`config.mk`:
```
export PLATFORM = sky130hd
export DESIGN_NAME = swm_cell
export DESIGN_NICKNAME = d
export VERILOG_FILES = /design/src/hw/rtl/swm_pkg.sv /design/src/hw/rtl/swm_cell.sv
export SDC_FILE = /design/constraint.sdc
export NUM_CORES = 1
export LEC_CHECK = 0
export BUFFER_PORTS_ARGS = -buffer_cell sky130_fd_sc_hd__buf_4
export CAP_MARGIN = 30
export CORE_UTILIZATION = 48
export CTS_CLUSTER_SIZE = 28
export DETAILED_ROUTE_END_ITERATION = 10
export GPL_TIMING_DRIVEN = 1
export PLACE_DENSITY = 0.92
export SLEW_MARGIN = 10
export SYNTH_ARGS = -nofsm -noshare
export SYNTH_HDL_FRONTEND = slang
export SYNTH_SLANG_ARGS = --single-unit
```
`constraint.sdc`:
```
create_clock -name clk -period 3.2 [get_ports clk]
set_clock_uncertainty 0.2 [all_clocks]
set_input_delay 0.8 -clock clk [delete_from_list [all_inputs] [get_ports clk]]
set_output_delay 0.8 -clock clk [all_outputs]
set_load 0.05 [all_outputs]
```
`src/hw/rtl/swm_pkg.sv`:
```
// Shared constants and types for the sliding window maximum block.
package swm_pkg;

	// Sizing
	localparam int MAX_WINDOW   = 64;
	localparam int SAMPLE_WIDTH = 32;
	localparam int POS_W        = 32;
	localparam int IDX_W        = $clog2(MAX_WINDOW);
	localparam int K_W          = $clog2(MAX_WINDOW + 1);
	localparam int CFG_LEN_W    = 7;
	localparam int DATA_W       = 32;
	localparam int ADDR_W       = 3;

	// Register map (word index taken from paddr[2])
	localparam logic REG_WINDOW_LEN = 1'b0;
	localparam logic [CFG_LEN_W-1:0] WINDOW_LEN_RESET = CFG_LEN_W'(3);

	typedef logic signed [SAMPLE_WIDTH-1:0] sample_t;

	typedef struct packed {
		sample_t          window_max;
		logic [POS_W-1:0] window_index;
	} result_t;

endpackage

```
`src/hw/rtl/swm_cell.sv`:
```
// One cell of the candidate chain: oldest live candidate among the newest samples.
module swm_cell (
	input  logic            clk,
	input  logic            load,
	input  logic            prev_ok,
	input  swm_pkg::sample_t prev_val,
	input  logic            beyond,
	input  swm_pkg::sample_t bcast_val,
	input  swm_pkg::sample_t sample,
	output swm_pkg::sample_t val
);
	import swm_pkg::*;

	sample_t val_q;
	sample_t nxt;

	// Past the window the cell follows the window's head; otherwise the neighbor's
	// candidate survives only if it is strictly above the new sample.
	always_comb begin
		if (beyond) begin
			nxt = bcast_val;
		end else if (prev_ok && (prev_val > sample)) begin
			nxt = prev_val;
		end else begin
			nxt = sample;
		end
	end

	always_ff @(posedge clk) begin
		if (load) begin
			val_q <= nxt;
		end
	end

	assign val = val_q;

endmodule

```
==> impl_metrics.tcl, run 1 <==
set metrics [dict create \
    leakagePower_nw 1.85 \
    worst_slew_pin_slew_ns 0.698 \
    drive_gt1_frac 0.360 \
    cts_tree "done" \
    htree_levels 2 \
    initial_core_util 0.511 \
    hold_path_class "in2reg" \
    grt_overflow 0 \
    arrival_ns 2.85 \
    peakVddDrop_v 0.000211 \
    remaining_drc_errors 0 \
    report.final.slew_viol_count 0 \
    synthCells 302 \
    setup_viol 0 \
    rsz0062_at_grt "false" \
    ctsLongestPathBuffers 2 \
    final_cell_mix "buf_4 (140), nand4b_1 (65), nand3_1 (37), nand2_1 (37)" \
    worstPathMaxFanout 32 \
    synth_seq_cells 32 \
    wl_per_cell_microns 16.3 \
    dr.pass1.iters 5 \
    post_drt_via_cell_ratio 5.82 \
    cts_sinks 32 \
    die_h_microns 79.5 \
    final_common_cell "buf_4" \
    grt_usage 0.260 \
    place_hpwl_mm 6.12 \
    power.total_mw 1.45 \
    largest_reg_flops 32 \
    ys.flop_type "edfxtp_1" \
    post-route-period-util 0.944 \
    critPathCaptureType "register" \
    vias 2909 \
    grt_max_degree 97 \
    port_buffers 131 \
    num-nets-final 559 \
    syn_avg_cell_area_sq_um 9.54 \
    hold_violations 0 \
    cts_resized 0 \
    setup.worst_path.start_class "input pin" \
    fmax_mhz 331 \
    period_minus_slack_ns 3.02 \
    dieArea_sq_mm 0.00632 \
    power.density_mw_per_mm2 369 \
    postCtsSetupBuffers 0 \
    drv_cap 0 \
    hold_slack_ns 0.606 \
    antenna_left 0 \
    wl_mm 8.17 \
    antenna_found_initial 0 \
    floorplan.rows 27 \
    root_buffer "clkbuf_8" \
    criticalPathCategory "in2reg" \
    syn_to_final_growth_pct 36.8 \
    hold_buffers 0 \
    fp.dieW_microns 79.5 \
    io_pins 132 \
    synth.cell_area_sq_mm 0.00288 \
    synth_edf_count 32 \
    async_reset_ff_frac 0 \
    grt_pass1_vias 2800 \
    grt_first_pass_wirelength_mm 12.8 \
    slew-limit-headroom 0.535 \
    required_ns 3.03 \
    n_antenna_cell 0 \
    ys_seq_area_frac 0.333 \
    synth_cell_types 38 \
    cts_buffers 5 \
    gp_congestion 0.828 \
    synthesis.nets 434 \
    status "completed" \
    path_clk_slew_ns 0.07 \
    core-area_sq_mm 0.00564 \
    drt_iter0_markers 188 \
    yosysWarnings 0 \
]
## cell usage after synthesis, drive strengths merged (3+ instances only)
cell type	instances	area share
clkbuf	11	0.016
ha	32	0.14
inv	32	0.042
buf	12	0.047
nand3	37	0.064
o21ai	3	0.0052
nand4	6	0.015
nand4b	65	0.20
nand2	37	0.048
edfxtp	32	0.33
a21oi	13	0.023
a21boi	3	0.0091
## worst max-delay path, stage by stage
cell and delay (ns):
buf_4 0.12, ha_1 0.32, nand4_2 0.15, nor4_2 0.37, a21boi_2 0.24, o41ai_2 0.11
buf_4 0.16, o2bb2a_4 0.31, nand4b_1 0.15, nand3_1 0.09
## stage by stage
step / setup WS [ns] / instance area [sq um] / utilization / setup TNS [ns] / cells
3_5_place_dp: -0.0994 / 3860 / 0.684 / -2.05 / 492
4_1_cts: 0.194 / 3940 / 0.699 / 0 / 500
5_1_grt: 0.0227 / 3940 / 0.699 / 0 / 500
3_3_place_gp: 0.0553 / 3860 / 0.684 / 0 / 492
6_report: 0.178 / 3940 / 0.699 / 0 / 500
2_1_floorplan: 0.259 / 2880 / - / 0 / 302
## path summary, 6_finish.rpt
kind / cells past startpoint / startpoint / end
hold / removal: 3 / bcast_val[27] / val[27]$_DFFE_PP_
setup / recovery: 10 / prev_val[14] / val[9]$_DFFE_PP_
## final cells by class
type | instances | area, sq um
Clock buffer | 7 | 76.3
Clock inverter | 1 | 3.75
Fill cell | 454 | 1700
Inverter | 32 | 120
Multi-Input combinational cell | 215 | 1620
Sequential cell | 32 | 961
Tap cell | 72 | 90.1
Timing Repair Buffer | 141 | 1070
## metal layers
layer,vias up,routed length (microns),track usage
met3,10,592,0.0434
li1,1394,-,-
met4,0,119,0.0745
met1,1361,3290,0.312
met5,-,0,0
met2,144,4170,0.472
## cells by family after synthesis
group           share of synthesized area
compound gates                     0.0669
fa+ha+maj                           0.139
buf+inv                             0.105
flops                               0.333
simple gates                        0.356
## power breakdown
group | leakage [nW] | internal, mW | switching [mW]
clock network | 0.0399 | 0.151 | 0.151
logic | 1.50 | 0.243 | 0.373
registers | 0.312 | 0.521 | 0.0139
total | 1.85 | 0.915 | 0.538
(Power assumes the default switching activity.)
==> run 2: changes to the inputs <==
==> constraint.sdc (replaced) <==
create_clock -name clk -period 2.95 [get_ports clk]
set_clock_uncertainty 0.2 [all_clocks]
set_input_delay 0.7375 -clock clk [delete_from_list [all_inputs] [get_ports clk]]
set_output_delay 0.7375 -clock clk [all_outputs]
set_load 0.05 [all_outputs]
==> impl_metrics.tcl, run 2 (synthesis gave the netlist of run 1 again) <==
set metrics [dict create \
    required_ns 2.79 \
    sw_frac_of_total 0.361 \
    initial_core_util 0.511 \
    cp_slowest_stage_delay_ns 0.29 \
    slew-limit-headroom 0.533 \
    floorplan.rows 27 \
    p_int_mw 1.10 \
    final_common_cell "buf_4" \
    htree_levels 2 \
    core-area_sq_mm 0.00564 \
    p_switching_mw 0.618 \
    tns_ns 0 \
    cts_sinks 32 \
    fp.dieW_microns 79.5 \
    vias 3075 \
    power.density_mw_per_mm2 415 \
    hold_violations 0 \
    critPathCaptureType "register" \
    hold_depth 3 \
    p_seq_frac 0.339 \
    hold_buffers 0 \
    remaining_drc_errors 0 \
    die_h_microns 79.5 \
    gp_congestion 0.806 \
    dieArea_sq_mm 0.00632 \
    root_buffer "clkbuf_8" \
    worst_slew_pin_slew_ns 0.700 \
    place_hpwl_mm 6.33 \
    fmax_mhz 348 \
    cts_buffers 5 \
    criticalPathCategory "in2reg" \
    arrival_ns 2.71 \
    grt_usage 0.271 \
    setup.worst_path.start_class "input pin" \
    num-nets-final 570 \
    antenna_found_initial 0 \
    dr.pass1.iters 5 \
    report.final.slew_viol_count 0 \
    place_ws_ns -0.264 \
    wl_mm 8.94 \
    hold_path_class "in2reg" \
    clock_power_share 0.249 \
    antenna_left 0 \
    grt_max_degree 97 \
    power_frac_comb 0.412 \
    min_to "val[17]$_DFFE_PP_" \
    path_clk_slew_ns 0.07 \
    multi_input_area_sq_mm 0.00169 \
    drive_gt1_frac 0.385 \
    post-route-period-util 0.974 \
    setup_viol 0 \
    drt_iter0_markers 220 \
    final_cell_mix "buf_4 (148), nand4b_1 (65), nand3_1 (37), nand2_1 (37)" \
    worstPathMaxFanout 12 \
    grt_overflow 0 \
    status "completed" \
    regArea_sq_um 961 \
    fillers 402 \
    peakVddDrop_v 0.000240 \
    syn_to_final_growth_pct 43.1 \
    largest_reg_flops 32 \
    min-delay-start "bcast_val[17]" \
    leakagePower_nw 1.94 \
    n_antenna_cell 0 \
    cts_tree "done" \
    grt_first_pass_wirelength_mm 13.3 \
    drv_cap 0 \
    wl_per_cell_microns 17.5 \
    grt_pass1_vias 2921 \
    post_drt_via_cell_ratio 6.02 \
    ctsLongestPathBuffers 2 \
    slowest_stage "ha_1" \
    io_pins 132 \
    crit_chain "buf_4 > inv_1 > ha_1 > nand4_1 > nor3_2 > buf_4 > nand4b_1 > and3_1 > a41o_2 > buf_8 > nand4b_1 > nand3_1" \
    finalWorstSetupSlack_ns 0.0771 \
    port_buffers 131 \
    period_minus_slack_ns 2.87 \
]
==> run 2: changes by cell type in the layout (fill, tap and decap cells not counted), moves of 2 or more <==
cell,previous run,this run
ha_1,32,30
clkbuf_1,2,0
buf_4,140,148
ha_4,0,2
==> run 2: final cells by class <==
type | count | area share
Clock buffer | 5 | 0.0167
Clock inverter | 3 | 0.00910
Inverter | 32 | 0.0291
Multi-Input combinational cell | 216 | 0.409
Sequential cell | 32 | 0.233
Tap cell | 72 | 0.0219
Timing Repair Buffer | 151 | 0.281
==> run 2: stage by stage <==
step           cell area, sq um   util  cells  power, mW  hold slack, ns
6_report                   4120  0.731    511       1.71           0.532
5_1_grt                    4120  0.731    511       1.78           0.533
4_1_cts                    4040  0.717    509       1.69           0.538
3_5_place_dp               3930  0.696    501       1.27           0.834
3_3_place_gp               3930  0.696    501       1.24           0.829
2_1_floorplan              2880      -    302       1.01           0.650
==> run 2: power by group through the flow <==
stage	registers [mW]	logic [mW]	clock network (mW)
after detailed placement	0.590	0.675	0
after floorplan	0.770	0.242	0
after CTS	0.582	0.680	0.427
after global placement	0.589	0.654	0
final	0.581	0.706	0.426
after global routing	0.586	0.749	0.445
==> run 2: how the worst max path moves through the flow <==
stage,startpoint,endpoint,slack (ns),cells after the start
6_report,sample[30],val[21]$_DFFE_PP_,0.08,12
5_1_grt,prev_val[30],val[10]$_DFFE_PP_,-0.008,11
4_1_cts,sample[14],val[21]$_DFFE_PP_,0.03,11
3_5_place_dp,sample[14],val[21]$_DFFE_PP_,-0.26,11
3_3_place_gp,prev_val[14],val[9]$_DFFE_PP_,-0.17,10
2_1_floorplan,sample[14],val[17]$_DFFE_PP_,0.07,10
==> run 2: what timing repair did <==
action	CTS	global route
setup buffers	0	1
pin swaps	0	6
endpoints found under the setup margin	2	32
resized for setup	1	8
gates cloned	0	1
==> run 2: critical path: cells and delay by family <==
kind                       cells  cell delay, ns
and+or+nand+nor                6            1.00
buffers and inverters          4            0.42
adders and majority gates      1            0.29
AOI/OAI and AO/OA              1            0.26
==> run 2: layer usage <==
metal / share of wire / track usage / vias up / routed length (microns)
li1: - / - / 1414 / -
met1: 0.37 / 0.313 / 1431 / 3310
met2: 0.52 / 0.491 / 200 / 4620
met3: 0.084 / 0.0480 / 30 / 753
met4: 0.029 / 0.104 / 0 / 255
met5: 0 / 0 / - / 0
==> run 3: changes to the inputs <==
--- a/config.mk
+++ b/config.mk
@@ -12,6 +12,8 @@
 export DETAILED_ROUTE_END_ITERATION = 10
 export GPL_TIMING_DRIVEN = 1
 export PLACE_DENSITY = 0.92
+export RECOVER_POWER = 25
+export SKIP_LAST_GASP = 1
 export SLEW_MARGIN = 10
 export SYNTH_ARGS = -nofsm -noshare
 export SYNTH_HDL_FRONTEND = slang
==> impl_metrics.tcl, run 3 (synthesis gave the netlist of run 1 again) <==
set metrics [dict create \
    p_int_mw 1.10 \
    syn_to_final_growth_pct 42.9 \
    hold_buffers 0 \
    status "finished, violations left" \
    criticalPathCategory "in2reg" \
    path_buf_inv 4 \
    peakVddDrop_v 0.000240 \
    cp_top_family "simple AND/OR/NAND/NOR gates" \
    violations "max-capacitance violations, max-slew violations" \
    grt_overflow 0 \
    grt_usage 0.271 \
    antenna_left 0 \
    place_ws_ns -0.264 \
    slowest_stage "ha_1" \
    worst_slew_pin_slew_ns 1.88 \
    p_switching_mw 0.618 \
    crit_chain "buf_4 > inv_1 > ha_1 > nand4_1 > nor3_2 > buf_4 > nand4b_1 > and3_1 > a41o_2 > buf_8 > nand4b_1 > nand3_1" \
    report.final.slew_viol_count 33 \
    hold_slack_ns 0.532 \
    setup.worst_path.start_class "input pin" \
    cts_buffers 5 \
    post_drt_via_cell_ratio 5.98 \
    placed_cells 501 \
    p_seq_frac 0.340 \
    finalWorstSetupSlack_ns 0.0734 \
    slew-limit-headroom -0.254 \
    grt_first_pass_wirelength_mm 13.3 \
    num-nets-final 570 \
    sw_frac_of_total 0.361 \
    instances_no_fill 511 \
    cp_slowest_stage_delay_ns 0.29 \
    grt_max_degree 97 \
    drive_gt1_frac 0.383 \
    final_cell_mix "buf_4 (147), nand4b_1 (65), nand3_1 (37), nand2_1 (37)" \
    critPathCaptureType "register" \
    cts_sinks 32 \
    vias 3055 \
    io_pins 132 \
    cts_tree "done" \
    ctsLongestPathBuffers 2 \
    setup_viol 0 \
    power.density_mw_per_mm2 416 \
    wl_mm 8.93 \
    port_buffers 131 \
    fp.dieW_microns 79.5 \
    place_hpwl_mm 6.33 \
    drv_cap 1 \
    remaining_drc_errors 0 \
    initial_core_util 0.511 \
    n_antenna_cell 0 \
    gp_congestion 0.806 \
    hold_violations 0 \
    floorplan.rows 27 \
    arrival_ns 2.72 \
    clock_power_share 0.249 \
    antenna_found_initial 0 \
    hold_path_class "in2reg" \
    fmax_mhz 348 \
    core-area_sq_mm 0.00564 \
    dieArea_sq_mm 0.00632 \
    required_ns 2.79 \
    grt_pass1_vias 2921 \
    period_minus_slack_ns 2.88 \
    worstPathMaxFanout 12 \
    tns_ns 0 \
    leakagePower_nw 1.94 \
    path_clk_slew_ns 0.07 \
    drt_iter0_markers 223 \
    final_common_cell "buf_4" \
    post-route-period-util 0.975 \
    dr.pass1.iters 5 \
    power_frac_comb 0.412 \
    wl_per_cell_microns 17.5 \
    root_buffer "clkbuf_8" \
    largest_reg_flops 32 \
    die_h_microns 79.5 \
    htree_levels 2 \
]
run 3: cell types whose count changed in the layout (fill, tap and decap cells not counted):
| cell | before | now |
|---|---|---|
| buf_4 | 148 | 147 |
| clkbuf_1 | 0 | 1 |
run 3: power by group through the flow:
stage | sequential, mW | clock, mW | combinational, mW
floorplan | 0.770 | 0 | 0.242
global placement | 0.589 | 0 | 0.654
detailed placement | 0.590 | 0 | 0.675
CTS | 0.582 | 0.427 | 0.680
global route | 0.587 | 0.445 | 0.748
finish | 0.582 | 0.426 | 0.705
run 3: layer usage:
metal  wire [microns]  global-route usage  share of wire  up-vias
li1                 -                   -              -     1415
met1             3410               0.313           0.38     1425
met2             4630               0.491           0.52      187
met3              634              0.0480          0.071       28
met4              252               0.104          0.028        0
met5                0                   0              0        -
run 3: final timing paths:
check                     from                end  slack (ns)  cells after the start
setup / recovery    sample[30]  val[21]$_DFFE_PP_        0.07                     12
hold / removal    bcast_val[4]   val[4]$_DFFE_PP_        0.53                      3
run 3: cell type report:
class	count	area, sq um
tap	72	90.1
clock buffer	5	68.8
multi-input combinational	216	1690
clock inverter	3	37.5
sequential	32	961
fill	404	1520
inverter	32	120
timing repair buffer	151	1150
run 3: metrics by stage:
step	instance area (sq um)	total power, mW	util
3_3_place_gp	3930	1.24	0.696
4_1_cts	4040	1.69	0.717
2_1_floorplan	2880	1.01	-
3_5_place_dp	3930	1.27	0.696
5_1_grt	4120	1.78	0.730
6_report	4120	1.71	0.730
run 3: repair_timing:
item | in CTS | in global routing
buffers inserted | 0 | 1
pin swaps | 0 | 6
endpoints found under the setup margin | 2 | 32
endpoints found under the hold margin | 0 | 0
gates cloned | 0 | 1
gates resized for setup | 1 | 8
run 3: tightest hold or removal path, delay by kind of cell:
family / cells / cell delay, ns
buf+inv: 1 / 0.07
simple gates: 2 / 0.11
