==> config.mk <==
export PLATFORM = sky130hd
export DESIGN_NAME = swm_out_buf
export DESIGN_NICKNAME = d
export VERILOG_FILES = /design/src/hw/rtl/swm_pkg.sv /design/src/hw/rtl/swm_out_buf.sv
export SDC_FILE = /design/constraint.sdc
export NUM_CORES = 1
export LEC_CHECK = 0
export BUFFER_PORTS_ARGS = -buffer_cell sky130_fd_sc_hd__buf_2
export CAP_MARGIN = 20
export CORE_MARGIN = 2
export CORE_UTILIZATION = 40
export CTS_CLUSTER_DIAMETER = 80
export DETAILED_ROUTE_END_ITERATION = 10
export PLACE_DENSITY_LB_ADDON = 0.08
export SYNTH_ARGS = -nofsm -noshare
export SYNTH_HDL_FRONTEND = slang
export SYNTH_SLANG_ARGS = --single-unit
==> constraint.sdc <==
create_clock -name clk -period 5.9 [get_ports clk]
set_clock_uncertainty 0.15 [all_clocks]
set_input_delay 1.18 -clock clk [delete_from_list [all_inputs] [get_ports clk]]
set_output_delay 1.18 -clock clk [all_outputs]
set_load 0.03 [all_outputs]
==> src/hw/rtl/swm_pkg.sv <==
// Shared constants and types for the sliding window maximum block.
package swm_pkg;

	// Sizing
	localparam int MAX_WINDOW   = 64;
	localparam int SAMPLE_WIDTH = 32;
	localparam int POS_W        = 32;
	localparam int IDX_W        = $clog2(MAX_WINDOW);
	localparam int K_W          = $clog2(MAX_WINDOW + 1);
	localparam int CFG_LEN_W    = 7;
	localparam int DATA_W       = 32;
	localparam int ADDR_W       = 3;

	// Register map (word index taken from paddr[2])
	localparam logic REG_WINDOW_LEN = 1'b0;
	localparam logic [CFG_LEN_W-1:0] WINDOW_LEN_RESET = CFG_LEN_W'(3);

	typedef logic signed [SAMPLE_WIDTH-1:0] sample_t;

	typedef struct packed {
		sample_t          window_max;
		logic [POS_W-1:0] window_index;
	} result_t;

endpackage

==> src/hw/rtl/swm_out_buf.sv <==
// Two-entry result buffer that decouples the output stall from the input side.
module swm_out_buf (
	input  logic             clk,
	input  logic             arst_n,
	input  logic             push,
	input  swm_pkg::result_t res_in,
	output logic             full,
	output logic             out_valid,
	input  logic             out_stall,
	output swm_pkg::result_t res_out
);
	import swm_pkg::*;

	logic [1:0] count_q;
	result_t    e0_q;
	result_t    e1_q;
	logic       pop;

	assign pop       = (count_q != 2'd0) && !out_stall;
	assign out_valid = (count_q != 2'd0);
	assign full      = (count_q == 2'd2);
	assign res_out   = e0_q;

	// Occupancy
	always_ff @(posedge clk or negedge arst_n) begin
		if (!arst_n) begin
			count_q <= 2'd0;
		end else if (push && !pop) begin
			count_q <= count_q + 2'd1;
		end else if (pop && !push) begin
			count_q <= count_q - 2'd1;
		end
	end

	// Entries: e0 drives the output, e1 holds the overflow
	always_ff @(posedge clk) begin
		if (pop) begin
			if (push && (count_q == 2'd1)) begin
				e0_q <= res_in;
			end else begin
				e0_q <= e1_q;
			end
			if (push && (count_q == 2'd2)) begin
				e1_q <= res_in;
			end
		end else if (push) begin
			if (count_q == 2'd0) begin
				e0_q <= res_in;
			end else begin
				e1_q <= res_in;
			end
		end
	end

endmodule

==> results of run 1 <==
[layer usage]
| layer | GRT usage (%) | vias up |
|---|---|---|
| met5 | 0 | - |
| met4 | 6.42 | 0 |
| met3 | 7.01 | 14 |
| met2 | 22.5 | 82 |
| met1 | 17.8 | 1240 |
| li1 | - | 1157 |
[final cells by class]
type                            count  area (um^2)
Fill cell                         997         5690
Sequential cell                   130         3890
Multi-Input combinational cell     77          881
Timing Repair Buffer              136          688
Clock buffer                       23          448
Tap cell                          147          184
Clock inverter                      8          111
Inverter                            4         15.0
[critical path: stages, from the launching register on]
cell and delay [ns]:
dfrtp_1 0.40, inv_1 0.09, ha_1 0.32, inv_1 0.15, buf_2 0.20
[cell usage after synthesis (all sizes together)]
cell and count:
a211oi 1, a21oi 1, buf 6, dfrtp 2, edfxtp 128, ha 5, inv 4, mux2 64
mux2i 2, nor3 1, or2 1, xor2 2
[through the flow]
step / setup WS (ns) / cell area, um^2 / hold WS (ns) / cells / util, %
6_report: 3.00 / 6220 / 0.352 / 525 / 52.2
5_1_grt: 2.89 / 6220 / 0.382 / 525 / 52.2
4_1_cts: 2.98 / 6220 / 0.350 / 525 / 52.2
3_5_place_dp: 2.59 / 5660 / 0.342 / 494 / 47.5
3_3_place_gp: 2.63 / 5660 / 0.333 / 494 / 47.5
2_1_floorplan: 0.775 / 4840 / 0.319 / 217 / -
[flip-flops by register name (all words and copies together) (netlist names)]
| name | cells |
|---|---|
| e1_q | 64 |
| res_out | 64 |
| count_q | 2 |
[worst paths after layout]
check,start,end
worst max-delay path,count_q[0]$_DFFE_PN0P_,out_valid
worst min-delay path,count_q[0]$_DFFE_PN0P_,count_q[0]$_DFFE_PN0P_
worst max register to register,count_q[0]$_DFFE_PN0P_,e1_q[58]$_DFFE_PP_
worst min register to register,count_q[0]$_DFFE_PN0P_,count_q[0]$_DFFE_PN0P_
max in group asynchronous,arst_n,count_q[1]$_DFFE_PN0P_
min in group asynchronous,arst_n,count_q[0]$_DFFE_PN0P_
[power groups by stage]
stage          combinational, W  clock [W]  sequential [W]
3_3_place_gp           0.000884          0         0.00143
4_1_cts                0.000895    0.00103         0.00142
2_1_floorplan          0.000371          0         0.00173
6_report               0.000873    0.00101         0.00142
5_1_grt                0.000940    0.00107         0.00144
3_5_place_dp           0.000891          0         0.00144
[kinds of logic (layout without fill, tap and decap cells)]
family	Yosys count	in the layout	share of synthesized area (%)
flops	130	130	80.6
mux	66	66	15.3
buf+inv	10	171	1.71
fa+ha+maj	5	5	1.29
compound gates	2	2	0.518
xor+xnor	2	2	0.362
simple gates	2	2	0.233
==> key figures, run 1 <==
Power and ir drop
  – P_leak: 2.40 nW
  – Power per cell area: 530 mW/mm^2
  – Clock network power share: 30.6%
  – VDD IR-drop max: 0.249 mV
  – Internal: 0.00230 W
  – Combinational Power Share: 26.5%
  – Net switching fraction of the power: 30.4%
  – Sequential power share: 42.9%
  – Net Sw Power: 0.00100 W
  – Power consumption: 0.00330 W

Clock tree
  – Post-CTS Resized: 0
  – Hold_buf cts: 0
  – Clk Latency, worst-skew pair: 0.41 ns
  – Longest Clk Path Bufs: 2
  – Clock sinks: 130
  – Clock-pin slew on the worst setup and hold paths: 0.05 ns
  – Setup bufs post-CTS: 0
  – Total CTS buffers: 17
  – Root Driver: clkbuf_16
  – TritonCTS clock tree: yes
  – Number of H-tree levels: 4

Cells and area
  – Most common cell after layout, fill and taps aside: buf_2
  – Most frequent cells in the layout: buf_2 (133), edfxtp_1 (128), mux2_2 (59)
  – Antenna diodes: 0
  – Final #Nets: 439
  – Share of cells above drive strength 1: 58.5%
  – Synthesis-to-layout area growth: 28.7%

Route
  – Vias: 2493
  – Wl on met1: 3.91 mm
  – DRC: 0
  – Final wirelength: 8.87 mm
  – Drt via density: 4.75
  – Drt initial violations: 119
  – DR WL met3: 594 um
  – Remaining antenna violation count: 0
  – Initial DRT Pass Iterations: 4
  – Routed len/inst: 16.9 um
  – Top routing layer used: met4
  – Met2 WL: 4.21 mm

Logic synthesis
  – Post-synthesis net count: 290
  – Synth area leaders: edfxtp_1 (80%), mux2_2 (14%), buf_6 (1.4%), ha_1 (1.3%), mux2_1 (1.2%)
  – Seq/Total Area, Yosys: 80.6%
  – Yosys warnings: 0
  – Yosys top cell by area: edfxtp_1
  – Post-synth top area share: 79.5%
  – Synth Instances: 217
  – #FFs+latches synth: 130
  – Post-Syn Area: 0.00483 mm^2
  – Synth Area per Inst: 22.3 um^2
  – Library cells used by synthesis: 13

Timing
  – Fmax: 345 MHz
  – Setup TNS: 0 ns
  – Final hold viol count: 0
  – Actual slew at the worst max-slew pin: 0.877 ns
  – Crit path time final: 2.90 ns
  – Max-slew violation count: 0
  – Setup-failing EPs final: 0
  – Final cycle utilization of the critical path: 49.1%
  – Relative slew slack: 41.5%
  – RSZ-0062 raised after global routing: no

Setup path
  – Worst reg2reg setup slack: 3.14 ns
  – Worst-path fanout max: 4
  – CP arrival: 1.57 ns
  – WP data required: 4.57 ns
  – Worst Path Class, Setup: reg -> out
  – CP endpoint kind: primary output
  – Startpoint types: register
  – Worst r2r path cells: 6

GRT
  – GRT overflow: 0
  – Global-route wire length before repair: 13.8 mm
  – Vias in the first global route: 2639
  – Total track usage: 14.7%
  – Largest net degree at the start of global routing: 65
  – Initial antenna violation count: 0

Die
  – Die W: 114 um
  – Die area: 0.0130 mm^2
  – Core area: 0.0119 mm^2
  – Starting Density: 40.6%
  – Row Count: 40
  – # IOs: 134
  – Die H: 114 um

Place
  – Hpwl dp: 5.40 mm
  – Routability cong.: 0.716
  – Port buffer count: 133

Hold path
  – Hold depth: 1
  – Tightest Hold Check Type: reg -> reg

Job
  – Max cap viols: 0

Run status
  – Outcome: finished clean
Note: power is estimated with default switching activity, not from simulation.
==> inputs of run 2 (changes only) <==
Settings changed: ABC_AREA set to 1.
Clock period 5.9 ns to 2.86 ns, I/O delays scaled along.
==> run 2 against run 1 <==
Effect of this change:
- critical path depth increased by 5
- cell area increased by 2.6%
- setup slack got worse by 2.5 ns
- utilization increased by 0.49 points
- clock power increased by 91%
- global-route usage increased by 1.6 points
- critical path type is now reg -> reg
- synthesized cell count increased by 71%
- wire length increased by 18%
==> key figures, run 2 <==
GRT
  – Total track usage: 16.2%
  – Vias in the first global route: 3183
  – Largest net degree at the start of global routing: 65
  – GRT overflow: 0
  – Global-route wire length before repair: 16.1 mm
  – Initial antenna violation count: 0

Timing
  – RSZ-0062 raised after global routing: no
  – Crit path time final: 2.35 ns
  – Relative slew slack: 54.3%
  – Setup-failing EPs final: 0
  – Max-slew violation count: 0
  – Actual slew at the worst max-slew pin: 0.686 ns
  – Final hold viol count: 0
  – Setup TNS: 0 ns
  – Final setup margin: 0.514 ns
  – Final cycle utilization of the critical path: 82.0%
  – Fmax: 426 MHz

Run status
  – Outcome: finished clean

Setup path
  – Max incr delay on CP: 0.38 ns
  – CP Buf/Inv Count: 4
  – Worst-path fanout max: 15
  – Worst Path Class, Setup: reg -> reg
  – Startpoint types: register
  – CP endpoint kind: register
  – Slowest stage cell, crit path: dfrtp_1
  – Worst path cell trace: inv_1 > ha_1 > nor2_4 > inv_1 > ha_1 > nor2_1 > nand2_1 > clkinvlp_4 > buf_4
  – WP data required: 2.81 ns
  – CP arrival: 2.30 ns
  – Largest delay share family, worst path: buffers and inverters

Route
  – DR WL met3: 661 um
  – Routed len/inst: 15.1 um
  – Final wirelength: 10.5 mm
  – DRC: 0
  – Vias: 3192
  – Drt initial violations: 169
  – Remaining antenna violation count: 0
  – Top routing layer used: met4
  – Wl on met1: 4.56 mm
  – Drt via density: 4.62
  – Met2 WL: 5.02 mm
  – Initial DRT Pass Iterations: 4

Logic synthesis
  – Post-synth top area share: 76.6%
  – Ys async rst share: 1.54%
  – Yosys warnings: 0
  – EDFF count, synth: 128
  – Synth Instances: 370
  – Post-Syn Area: 0.00502 mm^2
  – #FFs+latches synth: 130
  – Post-synthesis net count: 443
  – Synth top cells by count: nand2_1 (135), edfxtp_1 (128), nand3_1 (65)
  – Dominant synthesized flop cell: edfxtp_1
  – Library cells used by synthesis: 15
  – Most frequent cell after synthesis: nand2_1
  – Synth Area per Inst: 13.6 um^2
  – Seq/Total Area, Yosys: 77.6%
  – Synth area leaders: edfxtp_1 (77%), nand2_1 (10%), nand3_1 (6.5%), buf_6 (1.3%), ha_1 (1.2%)
  – Yosys top cell by area: edfxtp_1

Job
  – Max cap viols: 0

Power and ir drop
  – Power per cell area: 1150 mW/mm^2
  – VDD IR-drop max: 0.517 mV
  – P_leak: 2.76 nW

Hold path
  – Tightest Hold Check Type: in -> reg

Place
  – Port buffer count: 133
  – Routability cong.: 0.763
  – Hpwl dp: 6.52 mm
  – Place WS: 0.507 ns

Cells and area
  – Synthesis-to-layout area growth: 27.2%
  – Share of cells above drive strength 1: 33.3%
  – Most frequent cells in the layout: nand2_1 (134), buf_2 (133), edfxtp_1 (128)
  – Most common cell after layout, fill and taps aside: nand2_1
  – Final #Nets: 583
  – Antenna diodes: 0

Clock tree
  – Post-CTS Resized: 0
  – Setup bufs post-CTS: 0
  – Root Driver: clkbuf_16
  – Clock sinks: 130
  – Longest Clk Path Bufs: 2
  – TritonCTS clock tree: yes
  – Total CTS buffers: 17
  – Number of H-tree levels: 4
  – Clk Latency, worst-skew pair: 0.41 ns
  – Clock-pin slew on the worst setup and hold paths: 0.05 ns

Die
  – Core area: 0.0121 mm^2
  – Die H: 116 um
  – Die W: 116 um
  – # IOs: 134
  – Row Count: 40
  – Die area: 0.0135 mm^2
  – Starting Density: 41.4%
-- run 2: cell count changes in the layout (fill, tap and decap cells not counted), sizes merged, moves of 4 or more --
cell      change
inv           +4
buf           +4
nand2       +136
clkbuf        -4
nand3        +65
mux2         -64
clkinv        +4
clkinvlp      +4
-- run 2: per-layer routing --
layer | GRT usage, % | vias up
met5 | 0 | -
met4 | 6.98 | 0
met3 | 5.81 | 21
met2 | 26.4 | 96
met1 | 19.7 | 1501
li1 | - | 1574
-- run 2: area by class of cell --
class,instances,area [um^2]
clock buffers,19,433
flip-flops and latches,130,3890
fillers,1106,5730
repair buffers,141,766
inverters,9,37.5
well taps,168,210
clock inverters,13,95.1
multi-input cells,211,950
-- run 2: kinds of logic (layout without fill, tap and decap cells) --
kind of cell	count (synthesis)	in the layout	share of synthesized area, %
buffers and inverters	29	182	3.76
XOR/XNOR	1	1	0.175
AO/OA/AOI/OAI	1	1	0.0996
flip-flops	130	130	77.6
adder cells (fa/ha/maj)	5	5	1.25
AND/OR/NAND/NOR	204	204	17.1
-- run 2: worst paths after layout --
path	endpoint	start	depth (start not counted)	slack, ns
hold reg to reg	count_q[0]$_DFFE_PN0P_	count_q[0]$_DFFE_PN0P_	1	0.36
setup / recovery	e1_q[38]$_DFFE_PP_	count_q[0]$_DFFE_PN0P_	9	0.51
hold / removal	e1_q[32]$_DFFE_PP_	res_in[32]	1	0.20
setup reg to reg	e1_q[38]$_DFFE_PP_	count_q[0]$_DFFE_PN0P_	9	0.51
min in group asynchronous	count_q[1]$_DFFE_PN0P_	arst_n	2	0.34
max in group asynchronous	count_q[0]$_DFFE_PN0P_	arst_n	2	2.12
-- run 2: metrics by stage --
step	area (um^2)	instances	hold slack [ns]	utilization [%]	power (W)
final	6380	691	0.196	52.7	0.00735
after floorplan	5030	370	0.126	-	0.00482
after CTS	6380	691	0.183	52.7	0.00744
after detailed placement	5850	658	0.213	48.3	0.00549
after global routing	6380	691	0.185	52.7	0.00774
after global placement	5850	658	0.208	48.3	0.00545
-- run 2: report_power, final --
part	leakage, nW	internal [W]	total [W]	switching, W
combinational	1.25	0.000589	0.00235	0.00176
clock	0.257	0.00117	0.00193	0.000753
sequential	1.25	0.00293	0.00307	0.000147
total	2.76	0.00469	0.00735	0.00266
-- run 2: repair_timing --
item | CTS | global route
hold buffers | 1 | 0
setup endpoints to repair | 0 | 0
endpoints found under the hold margin | 2 | 0
==> inputs of run 3 (changes only) <==
Settings changed: ABC_AREA 1 to 0.
Clock period 2.86 ns to 2.4 ns, I/O delays scaled along.
==> run 3 against run 2 <==
Effect of this change:
- first-iteration DRC count decreased by 24%
- critical path depth decreased by 3
- setup slack got worse by 0.19 ns
- via count decreased by 21%
- largest power group unchanged
==> key figures, run 3 (same netlist as run 1, synthesis figures left out) <==
Hold path
  – Hold depth: 1
  – Tightest Hold Check Type: in -> reg

Die
  – Core area: 0.0119 mm^2
  – Starting Density: 40.6%
  – Die W: 114 um
  – Die area: 0.0130 mm^2
  – # IOs: 134
  – Die H: 114 um
  – Row Count: 40

Job
  – Max cap viols: 0

GRT
  – GRT overflow: 0
  – Initial antenna violation count: 1
  – Total track usage: 14.9%
  – Vias in the first global route: 2686
  – Largest net degree at the start of global routing: 39
  – Global-route wire length before repair: 14.1 mm

Route
  – Met2 WL: 4.13 mm
  – Final wirelength: 8.98 mm
  – Initial DRT Pass Iterations: 4
  – DR WL met3: 679 um
  – Drt via density: 4.79
  – DRC: 0
  – Routed len/inst: 17.0 um
  – Wl on met1: 3.94 mm
  – Drt initial violations: 129
  – Remaining antenna violation count: 0
  – Vias: 2534
  – Top routing layer used: met5

Place
  – Place WS: 0.318 ns
  – Routability cong.: 0.709
  – Port buffer count: 133
  – Hpwl dp: 5.82 mm
  – Post-Place Cells: 499

Setup path
  – CP endpoint kind: register
  – Worst r2r path cells: 6
  – WP data required: 2.34 ns
  – Startpoint types: register
  – Worst Path Class, Setup: reg -> reg
  – CP arrival: 2.02 ns
  – Worst-path fanout max: 38

Cells and area
  – Most common cell after layout, fill and taps aside: buf_2
  – Antenna diodes: 0
  – Most frequent cells in the layout: buf_2 (133), edfxtp_1 (128), mux2_2 (59)
  – Share of cells above drive strength 1: 60.7%
  – Final #Nets: 445
  – Synthesis-to-layout area growth: 30.4%
  – Fillers: 1012
  – Post-route insts no fill: 529

Timing
  – RSZ-0062 raised after global routing: no
  – Max-slew violation count: 0
  – Actual slew at the worst max-slew pin: 0.367 ns
  – Final hold viol count: 0
  – Setup TNS: 0 ns
  – Fmax: 481 MHz
  – Crit path time final: 2.08 ns
  – Setup-failing EPs final: 0
  – Final setup margin: 0.322 ns
  – Final cycle utilization of the critical path: 86.6%
  – Relative slew slack: 75.6%

Run status
  – Outcome: finished clean

Clock tree
  – Longest Clk Path Bufs: 2
  – Clock sinks: 130
  – Post-CTS Resized: 0
  – Setup bufs post-CTS: 0
  – Clock-pin slew on the worst setup and hold paths: 0.05 ns
  – Root Driver: clkbuf_16
  – Clk Latency, worst-skew pair: 0.41 ns
  – TritonCTS clock tree: yes
  – Total CTS buffers: 17
  – Number of H-tree levels: 4

Power and ir drop
  – P_leak: 2.43 nW
  – VDD IR-drop max: 0.587 mV
  – Power per cell area: 1290 mW/mm^2
## run 3: routing by layer
| metal | track usage, % | up-vias |
|---|---|---|
| li1 | - | 1175 |
| met1 | 18.2 | 1243 |
| met2 | 22.3 | 94 |
| met3 | 6.64 | 20 |
| met4 | 7.72 | 2 |
| met5 | 0 | - |
## run 3: power by group
group | total [W] | switching (W) | internal, W
Combinational | 0.00230 | 0.00149 | 0.000802
Sequential | 0.00347 | 0.000144 | 0.00332
Clock | 0.00235 | 0.000857 | 0.00150
Total | 0.00812 | 0.00250 | 0.00562
## run 3: repair_timing
action / in CTS / in global routing
hold buffers: 1 / 0
endpoints found under the hold margin: 2 / 0
setup endpoints to repair: 0 / 0
## run 3: area by class of cell
| cell class | instances | area [um^2] | share of cell area [%] |
|---|---|---|---|
| Sequential cell | 130 | 3890 | 61.8 |
| Multi-Input combinational cell | 77 | 908 | 14.4 |
| Timing Repair Buffer | 142 | 773 | 12.3 |
| Clock buffer | 21 | 440 | 6.99 |
| Tap cell | 147 | 184 | 2.92 |
| Clock inverter | 8 | 90.1 | 1.43 |
| Inverter | 4 | 15.0 | 0.238 |
## run 3: per-stage QoR
stage               power (W)  cell area [um^2]  hold slack [ns]  util (%)
finish                0.00812              6300            0.111      52.9
global route          0.00852              6300           0.0879      52.9
CTS                   0.00823              6300           0.0856      52.9
detailed placement    0.00585              5760            0.117      48.4
global placement      0.00582              5760            0.116      48.4
floorplan             0.00518              4880           0.0344         -
## run 3: critical path, stage by stage, from the launching register on
cell	delay, ns
dfrtp_1	0.41
inv_2	0.08
ha_4	0.18
or2_4	0.25
ha_4	0.16
nor3_4	0.24
buf_12	0.27
## run 3: final timing paths
check	startpoint	to	slack [ns]
setup / recovery	count_q[0]$_DFFE_PN0P_	e1_q[27]$_DFFE_PP_	0.32
min in group asynchronous	arst_n	count_q[1]$_DFFE_PN0P_	0.24
hold / removal	res_in[51]	e1_q[51]$_DFFE_PP_	0.11
max in group asynchronous	arst_n	count_q[0]$_DFFE_PN0P_	1.77
hold reg to reg	e1_q[10]$_DFFE_PP_	res_out[10]$_DFFE_PP_	0.38
setup reg to reg	count_q[0]$_DFFE_PN0P_	e1_q[27]$_DFFE_PP_	0.32
